### config.mk
export PLATFORM = sky130hd
export DESIGN_NAME = wildcard_substring_matcher
export DESIGN_NICKNAME = d
export VERILOG_FILES = /design/src/wsm_pkg.sv /design/src/wildcard_substring_matcher.sv /design/src/wsm_nfa.sv
export SDC_FILE = /design/constraint.sdc
export NUM_CORES = 1
export LEC_CHECK = 0
export BUFFER_PORTS_ARGS = -buffer_cell sky130_fd_sc_hd__buf_4
export CAP_MARGIN = 20
export CORE_MARGIN = 3
export CORE_UTILIZATION = 50
export CTS_BUF_LIST = sky130_fd_sc_hd__clkbuf_4
export CTS_CLUSTER_SIZE = 10
export DETAILED_ROUTE_END_ITERATION = 12
export PLACE_DENSITY = 0.63
export SETUP_SLACK_MARGIN = 0.02
export SYNTH_ARGS = -nofsm -noshare
export SYNTH_HDL_FRONTEND = slang
export SYNTH_HIERARCHICAL = 1
export SYNTH_SLANG_ARGS = --single-unit
### constraint.sdc
create_clock -name clk -period 6.95 [get_ports clk]
set_clock_uncertainty 0.1 [all_clocks]
set_input_delay 1.39 -clock clk [delete_from_list [all_inputs] [get_ports clk]]
set_output_delay 1.39 -clock clk [all_outputs]
set_load 0.005 [all_outputs]
### src/wsm_pkg.sv
// Shared constants for the wildcard substring matcher.
package wsm_pkg;

	localparam logic [7:0] ASTERISK  = 8'h2A;
	localparam logic [7:0] BACKSLASH = 8'h5C;

	localparam logic CMD_PATTERN = 1'b0;
	localparam logic CMD_TEXT    = 1'b1;

endpackage

### src/wildcard_substring_matcher.sv
// Top level: pattern loader, NFA state and the request/result pipeline.
//
// Channel | Direction | Signals
// in      | in        | in_valid, in_stall, command, data_byte, last
// out     | out       | out_valid, out_stall, found, text_end, pattern_overflow
//
// One request per clock while in_stall is low; each gives one result through the input reg, then the result reg.
// A request is taken while a result waits, until the result register is stalled and the input reg is full.
// Pattern elements live in per-slot registers; the whole NFA step is combinational.
// Reset: empty pattern, position zero active, no found, no overflow.
// in_stall rises only when both the input and result registers are held.
module wildcard_substring_matcher #(
	parameter int MAX_PATTERN = 32
) (
	input  logic       clk,
	input  logic       arst_n,
	input  logic       in_valid,
	output logic       in_stall,
	input  logic       command,
	input  logic [7:0] data_byte,
	input  logic       last,
	output logic       out_valid,
	input  logic       out_stall,
	output logic       found,
	output logic       text_end,
	output logic       pattern_overflow
);
	import wsm_pkg::*;

	localparam int N     = MAX_PATTERN;
	localparam int LEN_W = $clog2(N + 1);
	localparam int SUM_W = LEN_W + 1;

	// input stage
	logic       valid_s1;
	logic       cmd_s1;
	logic [7:0] byte_s1;
	logic       last_s1;

	// result stage
	logic found_s2;
	logic end_s2;
	logic ovf_s2;

	// matcher state
	logic [LEN_W-1:0] len_q;
	logic             pend_q;
	logic             ovf_q;
	logic             loading_q;
	logic             found_q;
	logic [N:0]       act_q;
	logic [N:0]       init_q;
	logic [7:0]       elem_byte_q [N];
	logic [N-1:0]     elem_wild_q;

	logic s2_free;
	logic move_s1;
	logic is_text;

	// pattern side
	logic             new_pat;
	logic [LEN_W-1:0] start_len;
	logic             base_pend;
	logic             base_ovf;
	logic [N:0]       base_init;
	logic             is_bs;
	logic             is_ast;
	logic [7:0]       slot0_byte;
	logic             slot0_wild;
	logic [1:0]       pat_add;
	logic [SUM_W-1:0] pat_sum;
	logic [SUM_W-1:0] slot1_idx;
	logic [LEN_W-1:0] pat_len_new;
	logic             pat_ovf_new;
	logic             pat_pend_new;
	logic [N:0]       init_new;

	// text side
	logic             fin;
	logic [SUM_W-1:0] txt_sum;
	logic [LEN_W-1:0] eff_len;
	logic             eff_ovf;
	logic [N:0]       next_act;
	logic             hit;
	logic             txt_found;

	assign s2_free  = !out_valid || !out_stall;
	assign move_s1  = valid_s1 && s2_free;
	assign in_stall = valid_s1 && !s2_free;
	assign is_text  = (cmd_s1 == CMD_TEXT);

	always_ff @(posedge clk or negedge arst_n) begin
		if (!arst_n)
			valid_s1 <= 1'b0;
		else if (!in_stall)
			valid_s1 <= in_valid;
	end

	always_ff @(posedge clk) begin
		if (in_valid && !in_stall) begin
			cmd_s1  <= command;
			byte_s1 <= data_byte;
			last_s1 <= last;
		end
	end

	// pattern decode: up to two elements per byte; a pending backslash is
	// pre-written as a literal in the next slot so a closing text byte can use it
	assign new_pat   = !loading_q;
	assign start_len = new_pat ? '0 : len_q;
	assign base_pend = new_pat ? 1'b0 : pend_q;
	assign base_ovf  = new_pat ? 1'b0 : ovf_q;
	assign base_init = new_pat ? (N+1)'(1) : init_q;

	assign is_bs  = (byte_s1 == BACKSLASH);
	assign is_ast = (byte_s1 == ASTERISK);

	assign slot0_byte = base_pend ? (is_ast ? ASTERISK : BACKSLASH) : byte_s1;
	assign slot0_wild = !base_pend && is_ast;

	always_comb begin
		if (base_pend) begin
			if (is_ast)
				pat_add = 2'd1;
			else if (is_bs && !last_s1)
				pat_add = 2'd1;
			else
				pat_add = 2'd2;
		end else begin
			pat_add = (is_bs && !last_s1) ? 2'd0 : 2'd1;
		end
	end

	assign pat_sum      = SUM_W'(start_len) + SUM_W'(pat_add);
	assign slot1_idx    = SUM_W'(start_len) + SUM_W'(1);
	assign pat_len_new  = (pat_sum > SUM_W'(N)) ? LEN_W'(N) : pat_sum[LEN_W-1:0];
	assign pat_ovf_new  = base_ovf | (pat_sum > SUM_W'(N));
	assign pat_pend_new = is_bs && !last_s1;

	always_comb begin
		init_new = base_init;
		for (int i = 0; i < N; i++) begin
			if (slot0_wild && start_len == LEN_W'(i) && base_init[i])
				init_new[i+1] = 1'b1;
		end
	end

	// text scan: an unclosed pattern with a trailing backslash is closed here
	assign fin       = loading_q && pend_q;
	assign txt_sum   = SUM_W'(len_q) + SUM_W'(fin);
	assign eff_len   = (txt_sum > SUM_W'(N)) ? LEN_W'(N) : txt_sum[LEN_W-1:0];
	assign eff_ovf   = ovf_q | (txt_sum > SUM_W'(N));
	assign txt_found = found_q | (hit && !eff_ovf);

	wsm_nfa #(
		.N     (N),
		.LEN_W (LEN_W)
	) u_nfa (
		.act       (act_q),
		.wild      (elem_wild_q),
		.elem_byte (elem_byte_q),
		.eff_len   (eff_len),
		.data_byte (byte_s1),
		.next_act  (next_act),
		.hit       (hit)
	);

	always_ff @(posedge clk or negedge arst_n) begin
		if (!arst_n) begin
			len_q     <= '0;
			pend_q    <= 1'b0;
			ovf_q     <= 1'b0;
			loading_q <= 1'b0;
			found_q   <= 1'b0;
			act_q     <= (N+1)'(1);
			init_q    <= (N+1)'(1);
		end else if (move_s1) begin
			if (is_text) begin
				loading_q <= 1'b0;
				pend_q    <= 1'b0;
				len_q     <= eff_len;
				ovf_q     <= eff_ovf;
				found_q   <= last_s1 ? 1'b0 : txt_found;
				act_q     <= last_s1 ? init_q : next_act;
			end else begin
				loading_q <= !last_s1;
				pend_q    <= pat_pend_new;
				len_q     <= pat_len_new;
				ovf_q     <= pat_ovf_new;
				found_q   <= 1'b0;
				act_q     <= init_new;
				init_q    <= init_new;
			end
		end
	end

	always_ff @(posedge clk) begin
		if (move_s1 && !is_text) begin
			for (int i = 0; i < N; i++) begin
				if (start_len == LEN_W'(i)) begin
					elem_byte_q[i] <= slot0_byte;
					elem_wild_q[i] <= slot0_wild;
				end else if (slot1_idx == SUM_W'(i)) begin
					elem_byte_q[i] <= byte_s1;
					elem_wild_q[i] <= 1'b0;
				end
			end
		end
	end

	always_ff @(posedge clk or negedge arst_n) begin
		if (!arst_n)
			out_valid <= 1'b0;
		else if (s2_free)
			out_valid <= valid_s1;
	end

	always_ff @(posedge clk) begin
		if (move_s1) begin
			found_s2 <= is_text ? txt_found : 1'b0;
			end_s2   <= is_text ? last_s1 : 1'b0;
			ovf_s2   <= is_text ? eff_ovf : pat_ovf_new;
		end
	end

	assign found            = found_s2;
	assign text_end         = end_s2;
	assign pattern_overflow = ovf_s2;

	// an overflowed pattern never reports a match
	a_no_found_on_ovf: assert property (@(posedge clk) disable iff (!arst_n)
		out_valid && pattern_overflow |-> !found)
		else $error("found reported with pattern overflow");

	// a match may start at any byte, so position zero stays live
	a_pos0_active: assert property (@(posedge clk) disable iff (!arst_n)
		act_q[0] && init_q[0])
		else $error("position zero dropped from active set");

	a_pend_loading: assert property (@(posedge clk) disable iff (!arst_n)
		pend_q |-> loading_q)
		else $error("pending backslash outside pattern load");

	a_len_bound: assert property (@(posedge clk) disable iff (!arst_n)
		SUM_W'(len_q) <= SUM_W'(N))
		else $error("pattern length beyond capacity");

endmodule

### src/wsm_nfa.sv
// Bit-parallel NFA step: per-element match lanes plus wildcard closure.
module wsm_nfa #(
	parameter int N     = 32,
	parameter int LEN_W = 6
) (
	input  logic [N:0]       act,
	input  logic [N-1:0]     wild,
	input  logic [7:0]       elem_byte [N],
	input  logic [LEN_W-1:0] eff_len,
	input  logic [7:0]       data_byte,
	output logic [N:0]       next_act,
	output logic             hit
);
	import wsm_pkg::*;

	localparam int LEVELS = $clog2(N + 1);

	always_comb begin
		logic [N:0]   g;
		logic [N:0]   p;
		logic [N-1:0] lane_en;
		int           d;
		g = '0;
		p = '0;
		g[0] = 1'b1;
		for (int i = 0; i < N; i++) begin
			lane_en[i] = LEN_W'(i) < eff_len;
			p[i+1] = lane_en[i] & wild[i];
			if (lane_en[i] && act[i]) begin
				if (wild[i])
					g[i] = 1'b1;
				else if (elem_byte[i] == data_byte)
					g[i+1] = 1'b1;
			end
		end
		// closure over runs of wildcards, log-depth prefix
		for (int lv = 0; lv < LEVELS; lv++) begin
			d = 1 << lv;
			for (int j = N; j >= 1; j--) begin
				if (j >= d) begin
					g[j] = g[j] | (p[j] & g[j-d]);
					p[j] = p[j] & p[j-d];
				end
			end
		end
		next_act = g;
		hit = act[eff_len] | g[eff_len];
	end

endmodule
==> metrics.md, run 1 <==
| Metric | Value |
|---|---|
| Result of the run | completed |
| Worst stage delay on the critical path | 0.61 ns |
| RSZ-0062 raised after global routing | false |
| Largest buffer count on any clock path | 3 |
| Clock Sinks | 379 |
| Number of buffers added on ports | 18 |
| Number of endpoints failing setup at the final stage | 0 |
| Mean Syn Cell Area | 10.1 sq um |
| Floorplan die area | 48300 sq um |
| Worst hold-check slack | 0.341 ns |
| Final setup TNS | 0 ns |
| Initial antenna violation count | 2 |
| Critical Path Source Type | register |
| Layer with the highest usage after global routing | met2 |
| Count of non-filler cells in the finished layout | 2954 |
| Sw frac | 29.5% |
| Die W | 220 um |
| Switching power of the nets | 1.66 mW |
| Global routing met3 resource utilization | 8.30% |
| Leakage dissipation | 9.32 nW |
| Period utilisation layout | 96.3% |
| Critical path capture point type | register |
| I/O pins | 19 |
| DP HPWL | 55900 um |
| Part of the power in registers | 45.3% |
| TritonRoute pass-1 iters | 6 |
| Global route overflow | 0 |
| Area growth syn-to-layout | 8.80% |
| Placer Congestion | 1.06 |
| Net count of the mapped netlist | 2275 |
| Initial DRC Count | 2463 |
| Number of cell rows | 77 |
| Maximum VDD drop | 0.168 mV |
| Distinct cell type count of the synthesized netlist | 109 |
| Worst slew margin | 32.7% |
| Vias per cell | 6.42 |
| Core ar. | 44700 sq um |
| Mapped cell area | 22800 sq um |
| Slowest library cell on the worst path | sky130_fd_sc_hd__mux4_2 |
| Initial Util | 51.1% |
| Filler cell count in the final layout | 3996 |
| Post-DR wirelength/cell | 27.3 um |
| Flip-flop cell with the highest count after synthesis | sky130_fd_sc_hd__edfxtp_1 |
| Part of the total power dissipated in combinational logic | 15.9% |
| PnR worst setup slack | 0.259 ns |
| Post-DP Area | 23400 sq um |
| Cell total after placement | 2753 |
| Clock tree from TritonCTS | done |
| CP top delay family | compound AO/OA/AOI/OAI gates |
| Chain of cells forming the critical path | ha_1 > ha_1 > or2_2 > o32a_1 > nor2_1 > and2_1 > buf_4 > mux4_2 > mux4_2 > a2bb2oi_1 > inv_1 > nor2_1 > a32oi_1 > o221ai_1 > a211oi_1 > nand4_1 > nor4_1 > o311ai_2 > a32o_1 |
| Global-route wire length before repair | 119000 um |
| Cell count after synthesis | 2256 |
| Number of nets with antenna violations after routing | 0 |
| Number of vias in the routed layout | 19.0k |
| Skew-Pair Late Insertion Delay | 0.91 ns |
| Placement-stage worst setup slack | 0.454 ns |
| PwrDens | 226 nW/um^2 |
| Net count, final | 2287 |
| Endpoints failing hold | 0 |
| Register area share after synthesis | 48.1% |
| Pin count of the biggest net entering global routing | 57 |
| Number of hold-repair buffers added at the cts stage | 0 |
| DRC viols | 0 |
| Overall power of the completed layout | 5.62 mW |
| Die outline height | 220 um |
| Met2 track demand over resource | 50.8% |
| Max Clock Freq | 149 MHz |
| Fraction of final layout cells with drive strength greater than 1 | 15.1% |
| Number of buffers created by CTS | 105 |
| Post-layout minimum cycle time | 6.69 ns |
| Global Route met1 Usage | 46.3% |
| Internal power | 3.96 mW |
| Final core occ | 55.6% |
| Via count of the first global-routing pass | 18.2k |
| Count of maximum capacitance violations | 0 |
| Signal arrival time at the worst endpoint | 7.21 ns |
| Bufs and invs on worst path | 2 |
| Clock share of power | 38.8% |
| Reg clk slew, reported paths | 0.07 ns |
| Type of the tightest min-delay check | input port to asynchronous set/reset pin |
| Global-route usage over all layers | 33.6% |
| Clk Tree Root Cell | sky130_fd_sc_hd__clkbuf_4 |
| Number of enable-type register cells in the synthesized netlist | 301 |
| Post-synth ARST share | 20.6% |
| Final standard cell area without fillers | 24900 sq um |
| Critical-path maximum fanout | 21 |
| Seq cells post-synth | 379 |
| Total detailed-routing wirelength | 80600 um |
| Critical path start-end classification | register to register |
| Transition time at the pin with the least slew margin | 1.01 ns |
| Warnings, synthesis | 6 |
| Required time at the worst-slack endpoint | 7.47 ns |
| Max-slew violation count | 0 |
| H-tree depth reported by CTS | 3 |
-- final cells by class --
| class | count | area (sq um) | share of cell area (%) |
|---|---|---|---|
| clock inverters | 25 | 163 | 0.654 |
| flip-flops and latches | 379 | 11000 | 44.2 |
| repair buffers | 84 | 713 | 2.87 |
| inverters | 44 | 165 | 0.664 |
| multi-input cells | 1654 | 10800 | 43.4 |
| clock buffers | 171 | 1280 | 5.16 |
| diodes | 5 | 12.5 | 0.0503 |
| well taps | 592 | 741 | 2.98 |
-- flip-flops by register name, summed over array words and instances (netlist names), 6 cells and up --
name and count:
elem_byte_q 256, act_q 33, init_q 33, elem_wild_q 32
byte_s1 8, len_q 6
-- cells in the mapped netlist (all sizes together) (8+ instances only) --
cell type	n	area, sq um
o221ai	29	254
and3	22	138
nor4	46	324
nor2b	15	96.3
nor3b	13	103
a211oi	11	82.6
nand2b	19	121
buf	105	664
nand3	60	300
a21boi	64	480
inv	43	161
a31oi	63	400
a41oi	13	114
a221oi	12	111
nand4	35	231
xnor2	51	447
a21o	35	263
nor2	152	618
xor2	210	1840
o211ai	15	113
mux4	10	225
dfrtp	76	1900
a31o	8	78.8
edfxtp	301	9040
clkbuf	74	278
nand2	276	1050
o21ai	171	867
o31ai	9	81.3
and2	30	188
nor3	38	211
a21oi	80	415
mux2i	36	360
o21a	22	165
-- power by group through the flow --
stage          sequential, mW  clock (mW)  combinational, mW
3_5_place_dp             2.59           0              0.864
3_3_place_gp             2.59           0              0.860
2_1_floorplan            2.56           0              0.584
5_1_grt                  2.55        2.34              0.948
4_1_cts                  2.55        2.21              0.868
6_report                 2.55        2.18              0.895
-- timing repair --
item / in CTS / in global routing
resized for setup: 0 / 1
buffers inserted: 0 / 0
setup endpoints to repair: 0 / 1
-- cells by family (layout without fill, tap and decap cells) --
kind of cell | count (synthesis) | count (layout) | synth area share (%)
buffers and inverters | 223 | 324 | 4.85
adder cells (fa/ha/maj) | 5 | 5 | 0.307
XOR/XNOR | 261 | 261 | 10.0
flip-flops | 379 | 379 | 48.1
AO/OA/AOI/OAI | 599 | 599 | 17.9
AND/OR/NAND/NOR | 736 | 736 | 16.0
multiplexers | 52 | 52 | 2.86
other | 1 | 6 | 0.0164
-- metal layers --
layer | share of wire, % | vias up
met2 | 44 | 988
met4 | 4.1 | 0
met5 | 0 | -
li1 | - | 8377
met1 | 42 | 9378
met3 | 9.2 | 207
-- path summary, 6_finish.rpt --
| kind | slack [ns] | endpoint | startpoint | depth (start not counted) |
|---|---|---|---|---|
| setup / recovery | 0.26 | found | len_q[0] | 19 |
| hold / removal | 0.34 | out_valid | arst_n | 1 |
| setup reg to reg | 0.26 | found | len_q[0] | 19 |
| hold reg to reg | 0.36 | out_valid | valid_s1 | 1 |
| max in group asynchronous | 5.22 | act_q[24] | arst_n | 2 |
| min in group clk | 0.36 | out_valid | valid_s1 | 1 |
-- placed cells by master (no fill, tap or decap), types with 35 or more instances in the layout --
| cell type | instances |
|---|---|
| sky130_fd_sc_hd__edfxtp_1 | 301 |
| sky130_fd_sc_hd__nand2_1 | 272 |
| sky130_fd_sc_hd__xor2_1 | 210 |
| sky130_fd_sc_hd__clkbuf_4 | 171 |
| sky130_fd_sc_hd__o21ai_0 | 138 |
| sky130_fd_sc_hd__nor2_1 | 134 |
| sky130_fd_sc_hd__buf_4 | 77 |
| sky130_fd_sc_hd__dfrtp_1 | 76 |
| sky130_fd_sc_hd__a21oi_1 | 75 |
| sky130_fd_sc_hd__a31oi_1 | 62 |
| sky130_fd_sc_hd__nand3_1 | 60 |
| sky130_fd_sc_hd__a21boi_0 | 60 |
| sky130_fd_sc_hd__xnor2_1 | 51 |
| sky130_fd_sc_hd__nor4_1 | 43 |
| sky130_fd_sc_hd__inv_1 | 38 |
| sky130_fd_sc_hd__mux2i_1 | 36 |
| sky130_fd_sc_hd__a21o_1 | 35 |
| sky130_fd_sc_hd__nor3_1 | 35 |
No activity file was read; power rests on OpenSTA's default activity.
==> inputs of run 2 (changes only) <==
--- a/config.mk
+++ b/config.mk
@@ -5,7 +5,7 @@
 export SDC_FILE = /design/constraint.sdc
 export NUM_CORES = 1
 export LEC_CHECK = 0
-export BUFFER_PORTS_ARGS = -buffer_cell sky130_fd_sc_hd__buf_4
+export BUFFER_PORTS_ARGS = -buffer_cell sky130_fd_sc_hd__buf_2
 export CAP_MARGIN = 20
 export CORE_MARGIN = 3
 export CORE_UTILIZATION = 50
==> run 2 against run 1 <==
  * Total power is essentially flat
  * First-iteration DRC count down 11%
  * Count of clock-buffer cells in the layout decreased by 12
  * Critical path type unchanged
==> metrics.md, run 2 (synthesized netlist as in run 1, its figures left out) <==
| Metric | Value |
|---|---|
| Result of the run | completed (unchanged) |
| Worst slew margin | 23.7% (was 32.7%) |
| Slowest library cell on the worst path | sky130_fd_sc_hd__dfrtp_1 (was sky130_fd_sc_hd__mux4_2) |
| Bufs and invs on worst path | 5 (was 2) |
| Fraction of final layout cells with drive strength greater than 1 | 15.0% (was 15.1%) |
| Sw frac | 29.4% (was 29.5%) |
| Die outline height | 220 um (unchanged) |
| Number of cell rows | 77 (unchanged) |
| Vias per cell | 6.38 (was 6.42) |
| Skew-Pair Late Insertion Delay | 0.89 ns (was 0.91 ns) |
| Part of the total power dissipated in combinational logic | 15.7% (was 15.9%) |
| Number of buffers created by CTS | 102 (was 105) |
| Final setup TNS | 0 ns (unchanged) |
| Type of the tightest min-delay check | input port to asynchronous set/reset pin (unchanged) |
| Number of endpoints failing setup at the final stage | 0 (unchanged) |
| RSZ-0062 raised after global routing | false (unchanged) |
| Total detailed-routing wirelength | 80300 um (was 80600 um) |
| Max Clock Freq | 148 MHz (was 149 MHz) |
| Net count, final | 2284 (was 2287) |
| Max-slew violation count | 0 (unchanged) |
| Clock tree from TritonCTS | done (unchanged) |
| Critical path start-end classification | register to register (unchanged) |
| Number of nets with antenna violations after routing | 0 (unchanged) |
| Reg clk slew, reported paths | 0.07 ns (about the same) |
| Global-route usage over all layers | 33.5% (was 33.6%) |
| Global route overflow | 0 (unchanged) |
| Biggest registers after layout | elem_byte_q (256), act_q (33), init_q (33) (unchanged) |
| Final standard cell area without fillers | 24800 sq um (was 24900 sq um) |
| Chain of cells forming the critical path | ha_1 > ha_1 > and3_1 > and3_1 > nor3_4 > inv_1 > buf_4 > buf_4 > inv_1 > o21ai_0 > and4_1 > o21a_1 > a211oi_1 > o221ai_1 > nor2_2 > nor2_1 > buf_4 > a311oi_1 > a31oi_1 > nor4_1 > o311ai_2 > a32o_1 (was ha_1 > ha_1 > or2_2 > o32a_1 > nor2_1 > and2_1 > buf_4 > mux4_2 > mux4_2 > a2bb2oi_1 > inv_1 > nor2_1 > a32oi_1 > o221ai_1 > a211oi_1 > nand4_1 > nor4_1 > o311ai_2 > a32o_1) |
| Floorplan die area | 48300 sq um (unchanged) |
| Most common cell after layout, fill and taps aside | sky130_fd_sc_hd__edfxtp_1 (unchanged) |
| Post-DP Area | 23400 sq um (about the same) |
| I/O pins | 19 (unchanged) |
| TritonRoute pass-1 iters | 6 (unchanged) |
| Signal arrival time at the worst endpoint | 7.25 ns (was 7.21 ns) |
| Pin count of the biggest net entering global routing | 52 (was 57) |
| Critical-path maximum fanout | 16 (was 21) |
| CP top delay family | compound AO/OA/AOI/OAI gates (unchanged) |
| Maximum VDD drop | 0.229 mV (was 0.168 mV) |
| Internal power | 3.96 mW (about the same) |
| Flip-flop count of the largest register, all copies and words added | 256 (unchanged) |
| Worst stage delay on the critical path | 0.49 ns (was 0.61 ns) |
| Leading cell types in the layout, fill and taps excluded | sky130_fd_sc_hd__edfxtp_1, sky130_fd_sc_hd__nand2_1, sky130_fd_sc_hd__xor2_1 (unchanged) |
| Register name with the most flops | elem_byte_q (unchanged) |
| Clock Sinks | 379 (unchanged) |
| Initial Util | 51.1% (unchanged) |
| Critical path capture point type | register (unchanged) |
| Number of buffers added on ports | 18 (unchanged) |
| Clock share of power | 38.9% (was 38.8%) |
| Leakage dissipation | 9.31 nW (was 9.32 nW) |
| DRC viols | 0 (unchanged) |
| Post-layout minimum cycle time | 6.77 ns (was 6.69 ns) |
| Endpoints failing hold | 0 (unchanged) |
| Global-route wire length before repair | 119000 um (about the same) |
| Clk Tree Root Cell | sky130_fd_sc_hd__clkbuf_4 (unchanged) |
| Count of maximum capacitance violations | 0 (unchanged) |
| Post-DR wirelength/cell | 27.2 um (was 27.3 um) |
| PwrDens | 226 nW/um^2 (about the same) |
| Period utilisation layout | 97.4% (was 96.3%) |
| Largest buffer count on any clock path | 3 (unchanged) |
| Required time at the worst-slack endpoint | 7.44 ns (was 7.47 ns) |
| Via count of the first global-routing pass | 18.0k (was 18.2k) |
| H-tree depth reported by CTS | 3 (unchanged) |
| Initial antenna violation count | 1 (was 2) |
| Setup Fix Bufs, Post-CTS | 0 (unchanged) |
| Number of hold-repair buffers added at the cts stage | 0 (unchanged) |
| Critical Path Source Type | register (unchanged) |
| Number of vias in the routed layout | 18.8k (was 19.0k) |
| Switching power of the nets | 1.65 mW (was 1.66 mW) |
| Crit path top cell by count | sky130_fd_sc_hd__buf_4 |
| Part of the power in registers | 45.4% (was 45.3%) |
| Core ar. | 44700 sq um (unchanged) |
| Area growth syn-to-layout | 8.61% (was 8.80%) |
| Die W | 220 um (unchanged) |
| Placer Congestion | 1.03 (was 1.06) |
| Initial DRC Count | 2195 (was 2463) |
| Transition time at the pin with the least slew margin | 1.15 ns (was 1.01 ns) |
| DP HPWL | 55300 um (was 55900 um) |
run 2: changes by cell type in the layout (fill, tap and decap cells not counted), moves of 2 or more:
cell                        change
sky130_fd_sc_hd__clkinv_2       +6
sky130_fd_sc_hd__diode_2        -4
sky130_fd_sc_hd__bufinv_16      +2
sky130_fd_sc_hd__clkbuf_4      -12
sky130_fd_sc_hd__buf_4         -19
sky130_fd_sc_hd__buf_2         +18
run 2: worst paths after layout:
kind                       startpoint          to  slack, ns  cells past startpoint
setup / recovery             len_q[0]       found       0.18                     22
hold / removal                 arst_n   act_q[32]       0.39                      1
min in group clk             valid_s1   out_valid       0.39                      1
setup reg to reg             len_q[0]       found       0.18                     22
max in group asynchronous      arst_n  init_q[28]       5.23                      2
hold reg to reg              valid_s1   out_valid       0.39                      1
run 2: routing by layer:
layer,up-vias,GRT usage (%),wire [um],part of all wire (%)
met5,-,0,0,0
met4,0,12.2,3050,3.8
met3,197,7.10,6720,8.4
met2,938,51.3,36100,45
met1,9290,47.1,34400,43
li1,8367,-,-,-
run 2: area by class of cell:
type | count | area [sq um]
antenna | 1 | 2.50
clock buffer | 159 | 1190
tap | 592 | 741
clock inverter | 33 | 244
inverter | 44 | 165
timing repair buffer | 84 | 681
fill | 4005 | 19900
multi-input combinational | 1654 | 10800
sequential | 379 | 11000
run 2: metrics by stage:
| step | power [mW] | worst slack (ns) | cells | util [%] | hold WS, ns |
|---|---|---|---|---|---|
| global placement | 3.44 | 0.369 | 2749 | 52.2 | 0.355 |
| floorplan | 3.15 | 0.846 | 2256 | - | 0.345 |
| global route | 5.85 | 0.0549 | 2946 | 55.5 | 0.344 |
| CTS | 5.63 | 0.232 | 2944 | 55.5 | 0.356 |
| finish | 5.61 | 0.184 | 2946 | 55.5 | 0.391 |
| detailed placement | 3.45 | 0.288 | 2752 | 52.3 | 0.364 |
run 2: timing repair:
item                                   in CTS  in global routing
resized for setup                           0                  2
endpoints found under the hold margin       0                  0
setup endpoints to repair                   0                  2
run 2: worst reg2reg max path: cells and delay by family, from the launching register on:
family	cells	cell delay, ns
and+or+nand+nor	7	1.96
DFF	1	0.49
buffers and inverters	5	1.28
adders and majority gates	2	0.54
AOI/OAI and AO/OA	8	2.16
run 2: power groups by stage:
stage	Clock (mW)	Combinational, mW	Sequential, mW
detailed placement	0	0.852	2.60
finish	2.18	0.879	2.55
floorplan	0	0.584	2.56
global placement	0	0.845	2.60
CTS	2.22	0.857	2.55
global route	2.37	0.934	2.55
==> inputs of run 3 (changes only) <==
--- a/config.mk
+++ b/config.mk
@@ -8,11 +8,11 @@
 export BUFFER_PORTS_ARGS = -buffer_cell sky130_fd_sc_hd__buf_2
 export CAP_MARGIN = 20
 export CORE_MARGIN = 3
-export CORE_UTILIZATION = 50
+export CORE_UTILIZATION = 56
 export CTS_BUF_LIST = sky130_fd_sc_hd__clkbuf_4
 export CTS_CLUSTER_SIZE = 10
 export DETAILED_ROUTE_END_ITERATION = 12
-export PLACE_DENSITY = 0.63
+export PLACE_DENSITY = 0.7
 export SETUP_SLACK_MARGIN = 0.02
 export SYNTH_ARGS = -nofsm -noshare
 export SYNTH_HDL_FRONTEND = slang
==> run 3 against run 2 <==
  * Worst setup slack better by 0.18 ns
  * Worst hold slack got worse by 0.012 ns
  * Total power decreased by 4.0%
  * Sequential share of layout area increased by 0.58 points
  * Count of clock-buffer cells in the layout shrank 9
  * Utilization increased by 5.7 points
  * Combinational power fell by 2%
  * Sequential power is essentially flat
  * Register-to-register slack better by 0.18 ns
  * First-iteration DRC count grew 6.0%
  * Critical path type unchanged
  * Flip-flop and latch count unchanged
  * Clock power shrank 9%
==> metrics.md, run 3 (synthesized netlist as in run 1, its figures left out) <==
| Metric | Value |
|---|---|
| Floorplan die area | 43300 sq um (was 48300 sq um) |
| First element of the critical path | len_q[0] (unchanged) |
| Leading cell types in the layout, fill and taps excluded | sky130_fd_sc_hd__edfxtp_1, sky130_fd_sc_hd__nand2_1, sky130_fd_sc_hd__xor2_1 (unchanged) |
| Clock share of power | 36.9% (was 38.9%) |
| Count of maximum capacitance violations | 0 (unchanged) |
| Overall power of the completed layout | 5.39 mW (was 5.61 mW) |
| Maximum VDD drop | 0.160 mV (was 0.229 mV) |
| Critical path capture point type | register (unchanged) |
| Fraction of final layout cells with drive strength greater than 1 | 14.4% (was 15.0%) |
| Register name with the most flops | elem_byte_q (unchanged) |
| Filler cell count in the final layout | 3460 (was 4005) |
| Cell total after placement | 2680 (was 2752) |
| Global-route wire length before repair | 114000 um (was 119000 um) |
| Number of vias in the routed layout | 19.0k (was 18.8k) |
| Biggest registers after layout | elem_byte_q (256), act_q (33), init_q (33) (unchanged) |
| Initial Util | 57.1% (was 51.1%) |
| Setup Fix Bufs, Post-CTS | 0 (unchanged) |
| DP HPWL | 52900 um (was 55300 um) |
| Number of stages on the worst setup path | 20 (was 22) |
| Reg clk slew, reported paths | 0.06 ns (was 0.07 ns) |
| Leakage dissipation | 9.17 nW (was 9.31 nW) |
| Result of the run | completed (unchanged) |
| Vias per cell | 6.64 (was 6.38) |
| Endpoints failing hold | 0 (unchanged) |
| Largest buffer count on any clock path | 3 (unchanged) |
| Bufs and invs on worst path | 2 (was 5) |
| Critical path destination | found (unchanged) |
| Worst hold stages | 1 |
| RR Startpoint | len_q[0] (unchanged) |
| Critical-path maximum fanout | 31 (was 16) |
| Number of endpoints failing setup at the final stage | 0 (unchanged) |
| Sw frac | 29.7% (was 29.4%) |
| Clk Tree Root Cell | sky130_fd_sc_hd__clkbuf_4 (unchanged) |
| Flip-flop count of the largest register, all copies and words added | 256 (unchanged) |
| Signal arrival time at the worst endpoint | 7.06 ns (was 7.25 ns) |
| I/O pins | 19 (unchanged) |
| Reg2reg path depth | 20 (was 22) |
| Final setup TNS | 0 ns (unchanged) |
| Period utilisation layout | 94.7% (was 97.4%) |
| Type of the tightest min-delay check | register to register (was input port to asynchronous set/reset pin) |
| Clock tree from TritonCTS | done (unchanged) |
| Area growth syn-to-layout | 7.22% (was 8.61%) |
| Global-route usage over all layers | 34.5% (was 33.5%) |
| Part of the power in registers | 47.1% (was 45.4%) |
| Initial antenna violation count | 3 (was 1) |
| Max-slew violation count | 0 (unchanged) |
| Max Clock Freq | 152 MHz (was 148 MHz) |
| Worst slew margin | 19.8% (was 23.7%) |
| Number of buffers created by CTS | 100 (was 102) |
| Chain of cells forming the critical path | ha_1 > ha_1 > and3_1 > and3_1 > nor3_4 > inv_1 > buf_4 > nor3_2 > nor4_1 > a31o_1 > a221o_1 > a22oi_1 > nand3_1 > a21boi_0 > a21oi_1 > a41oi_1 > nand4_1 > nor4_1 > o311ai_2 > a32o_1 (was ha_1 > ha_1 > and3_1 > and3_1 > nor3_4 > inv_1 > buf_4 > buf_4 > inv_1 > o21ai_0 > and4_1 > o21a_1 > a211oi_1 > o221ai_1 > nor2_2 > nor2_1 > buf_4 > a311oi_1 > a31oi_1 > nor4_1 > o311ai_2 > a32o_1) |
| Worst stage delay on the critical path | 0.51 ns (was 0.49 ns) |
| Skew-Pair Late Insertion Delay | 0.85 ns (was 0.89 ns) |
| DRC viols | 0 (unchanged) |
| Count of non-filler cells in the finished layout | 2863 (was 2946) |
| Number of cell rows | 73 (was 77) |
| Placer Congestion | 1.04 (was 1.03) |
| Total detailed-routing wirelength | 76100 um (was 80300 um) |
| Number of buffers added on ports | 18 (unchanged) |
| CP top delay family | compound AO/OA/AOI/OAI gates (unchanged) |
| PnR worst setup slack | 0.367 ns (was 0.184 ns) |
| Die W | 208 um (was 220 um) |
| Net count, final | 2277 (was 2284) |
| Number of nets with antenna violations after routing | 0 (unchanged) |
| Required time at the worst-slack endpoint | 7.43 ns (was 7.44 ns) |
| Die outline height | 208 um (was 220 um) |
| Endpoint of the worst-slack reg-to-reg timing path | found (unchanged) |
| Slowest library cell on the worst path | sky130_fd_sc_hd__nor3_2 (was sky130_fd_sc_hd__dfrtp_1) |
| PwrDens | 220 nW/um^2 (was 226 nW/um^2) |
| Post-layout minimum cycle time | 6.58 ns (was 6.77 ns) |
| Global route overflow | 0 (unchanged) |
| Critical Path Source Type | register (unchanged) |
| Total area of sequential cells | 11000 sq um (unchanged) |
| Internal power | 3.79 mW (was 3.96 mW) |
| RSZ-0062 raised after global routing | false (unchanged) |
| Transition time at the pin with the least slew margin | 1.20 ns (was 1.15 ns) |
| Part of the total power dissipated in combinational logic | 16.0% (was 15.7%) |
| Switching power of the nets | 1.60 mW (was 1.65 mW) |
| Clock Sinks | 379 (unchanged) |
| Core ar. | 40000 sq um (was 44700 sq um) |
| Area of the multi-input gates | 10800 sq um (about the same) |
| Via count of the first global-routing pass | 18.1k (was 18.0k) |
| Number of hold-repair buffers added at the cts stage | 0 (unchanged) |
| TritonRoute pass-1 iters | 6 (unchanged) |
| Most common cell after layout, fill and taps aside | sky130_fd_sc_hd__edfxtp_1 (unchanged) |
| Pin count of the biggest net entering global routing | 52 (unchanged) |
| H-tree depth reported by CTS | 3 (unchanged) |
| Post-DR wirelength/cell | 26.6 um (was 27.2 um) |
| Placement-stage worst setup slack | 0.266 ns (was 0.288 ns) |
| Initial DRC Count | 2327 (was 2195) |
| Critical path start-end classification | register to register (unchanged) |
| Worst hold-check slack | 0.379 ns (was 0.391 ns) |
| Setup slack on the worst flop-to-flop path | 0.37 ns (was 0.18 ns) |
[run 3: cell count changes in the layout (fill, tap and decap cells not counted), sizes merged]
cell,change
clkbuf,-9
buf,-5
inv,+1
bufinv,-3
diode,+2
clkinvlp,+2
clkinv,-4
[run 3: how the worst min path moves through the flow]
stage | from | end | slack (ns)
after floorplan | valid_s1 | out_valid | 0.34
after global placement | valid_s1 | out_valid | 0.35
after detailed placement | valid_s1 | out_valid | 0.37
after CTS | valid_s1 | out_valid | 0.38
after global routing | valid_s1 | out_valid | 0.40
final | valid_s1 | out_valid | 0.38
[run 3: power groups by stage]
stage                     Clock, mW  Combinational, mW  Sequential [mW]
after floorplan                   0              0.584             2.56
after global placement            0              0.824             2.59
after detailed placement          0              0.834             2.59
after CTS                      2.01              0.839             2.54
after global routing           2.14              0.915             2.54
final                          1.99              0.863             2.54
[run 3: worst register-to-register path, delay by kind of cell, from the launching register on]
kind                     cells  cell delay (ns)
flip-flops                   1             0.49
adder cells (fa/ha/maj)      2             0.54
AO/OA/AOI/OAI                8             2.53
buffers and inverters        2             0.39
AND/OR/NAND/NOR              8             2.26
[run 3: repair_timing]
| action | CTS | global route |
|---|---|---|
| setup endpoints to repair | 0 | 2 |
| resized for setup | 0 | 2 |
| hold endpoints to repair | 0 | 0 |
[run 3: through the flow]
stage,util (%),area [sq um]
global placement,57.9,23200
finish,61.2,24500
global route,61.2,24500
detailed placement,58.0,23200
floorplan,-,22800
CTS,61.2,24500
[run 3: final cells by class]
class / count / area share [%]
sequential: 379 / 44.9
multi-input combinational: 1654 / 44.1
clock buffer: 150 / 4.60
tap: 525 / 2.68
timing repair buffer: 79 / 2.43
inverter: 44 / 0.674
clock inverter: 29 / 0.633
antenna: 3 / 0.0306
[run 3: routing by layer]
layer	global-route usage [%]	share of wire, %	routed length (um)
met5	0	0.021	16
met4	12.8	3.6	2720
met3	7.42	11	8140
met2	52.5	45	34200
met1	49.1	41	31100
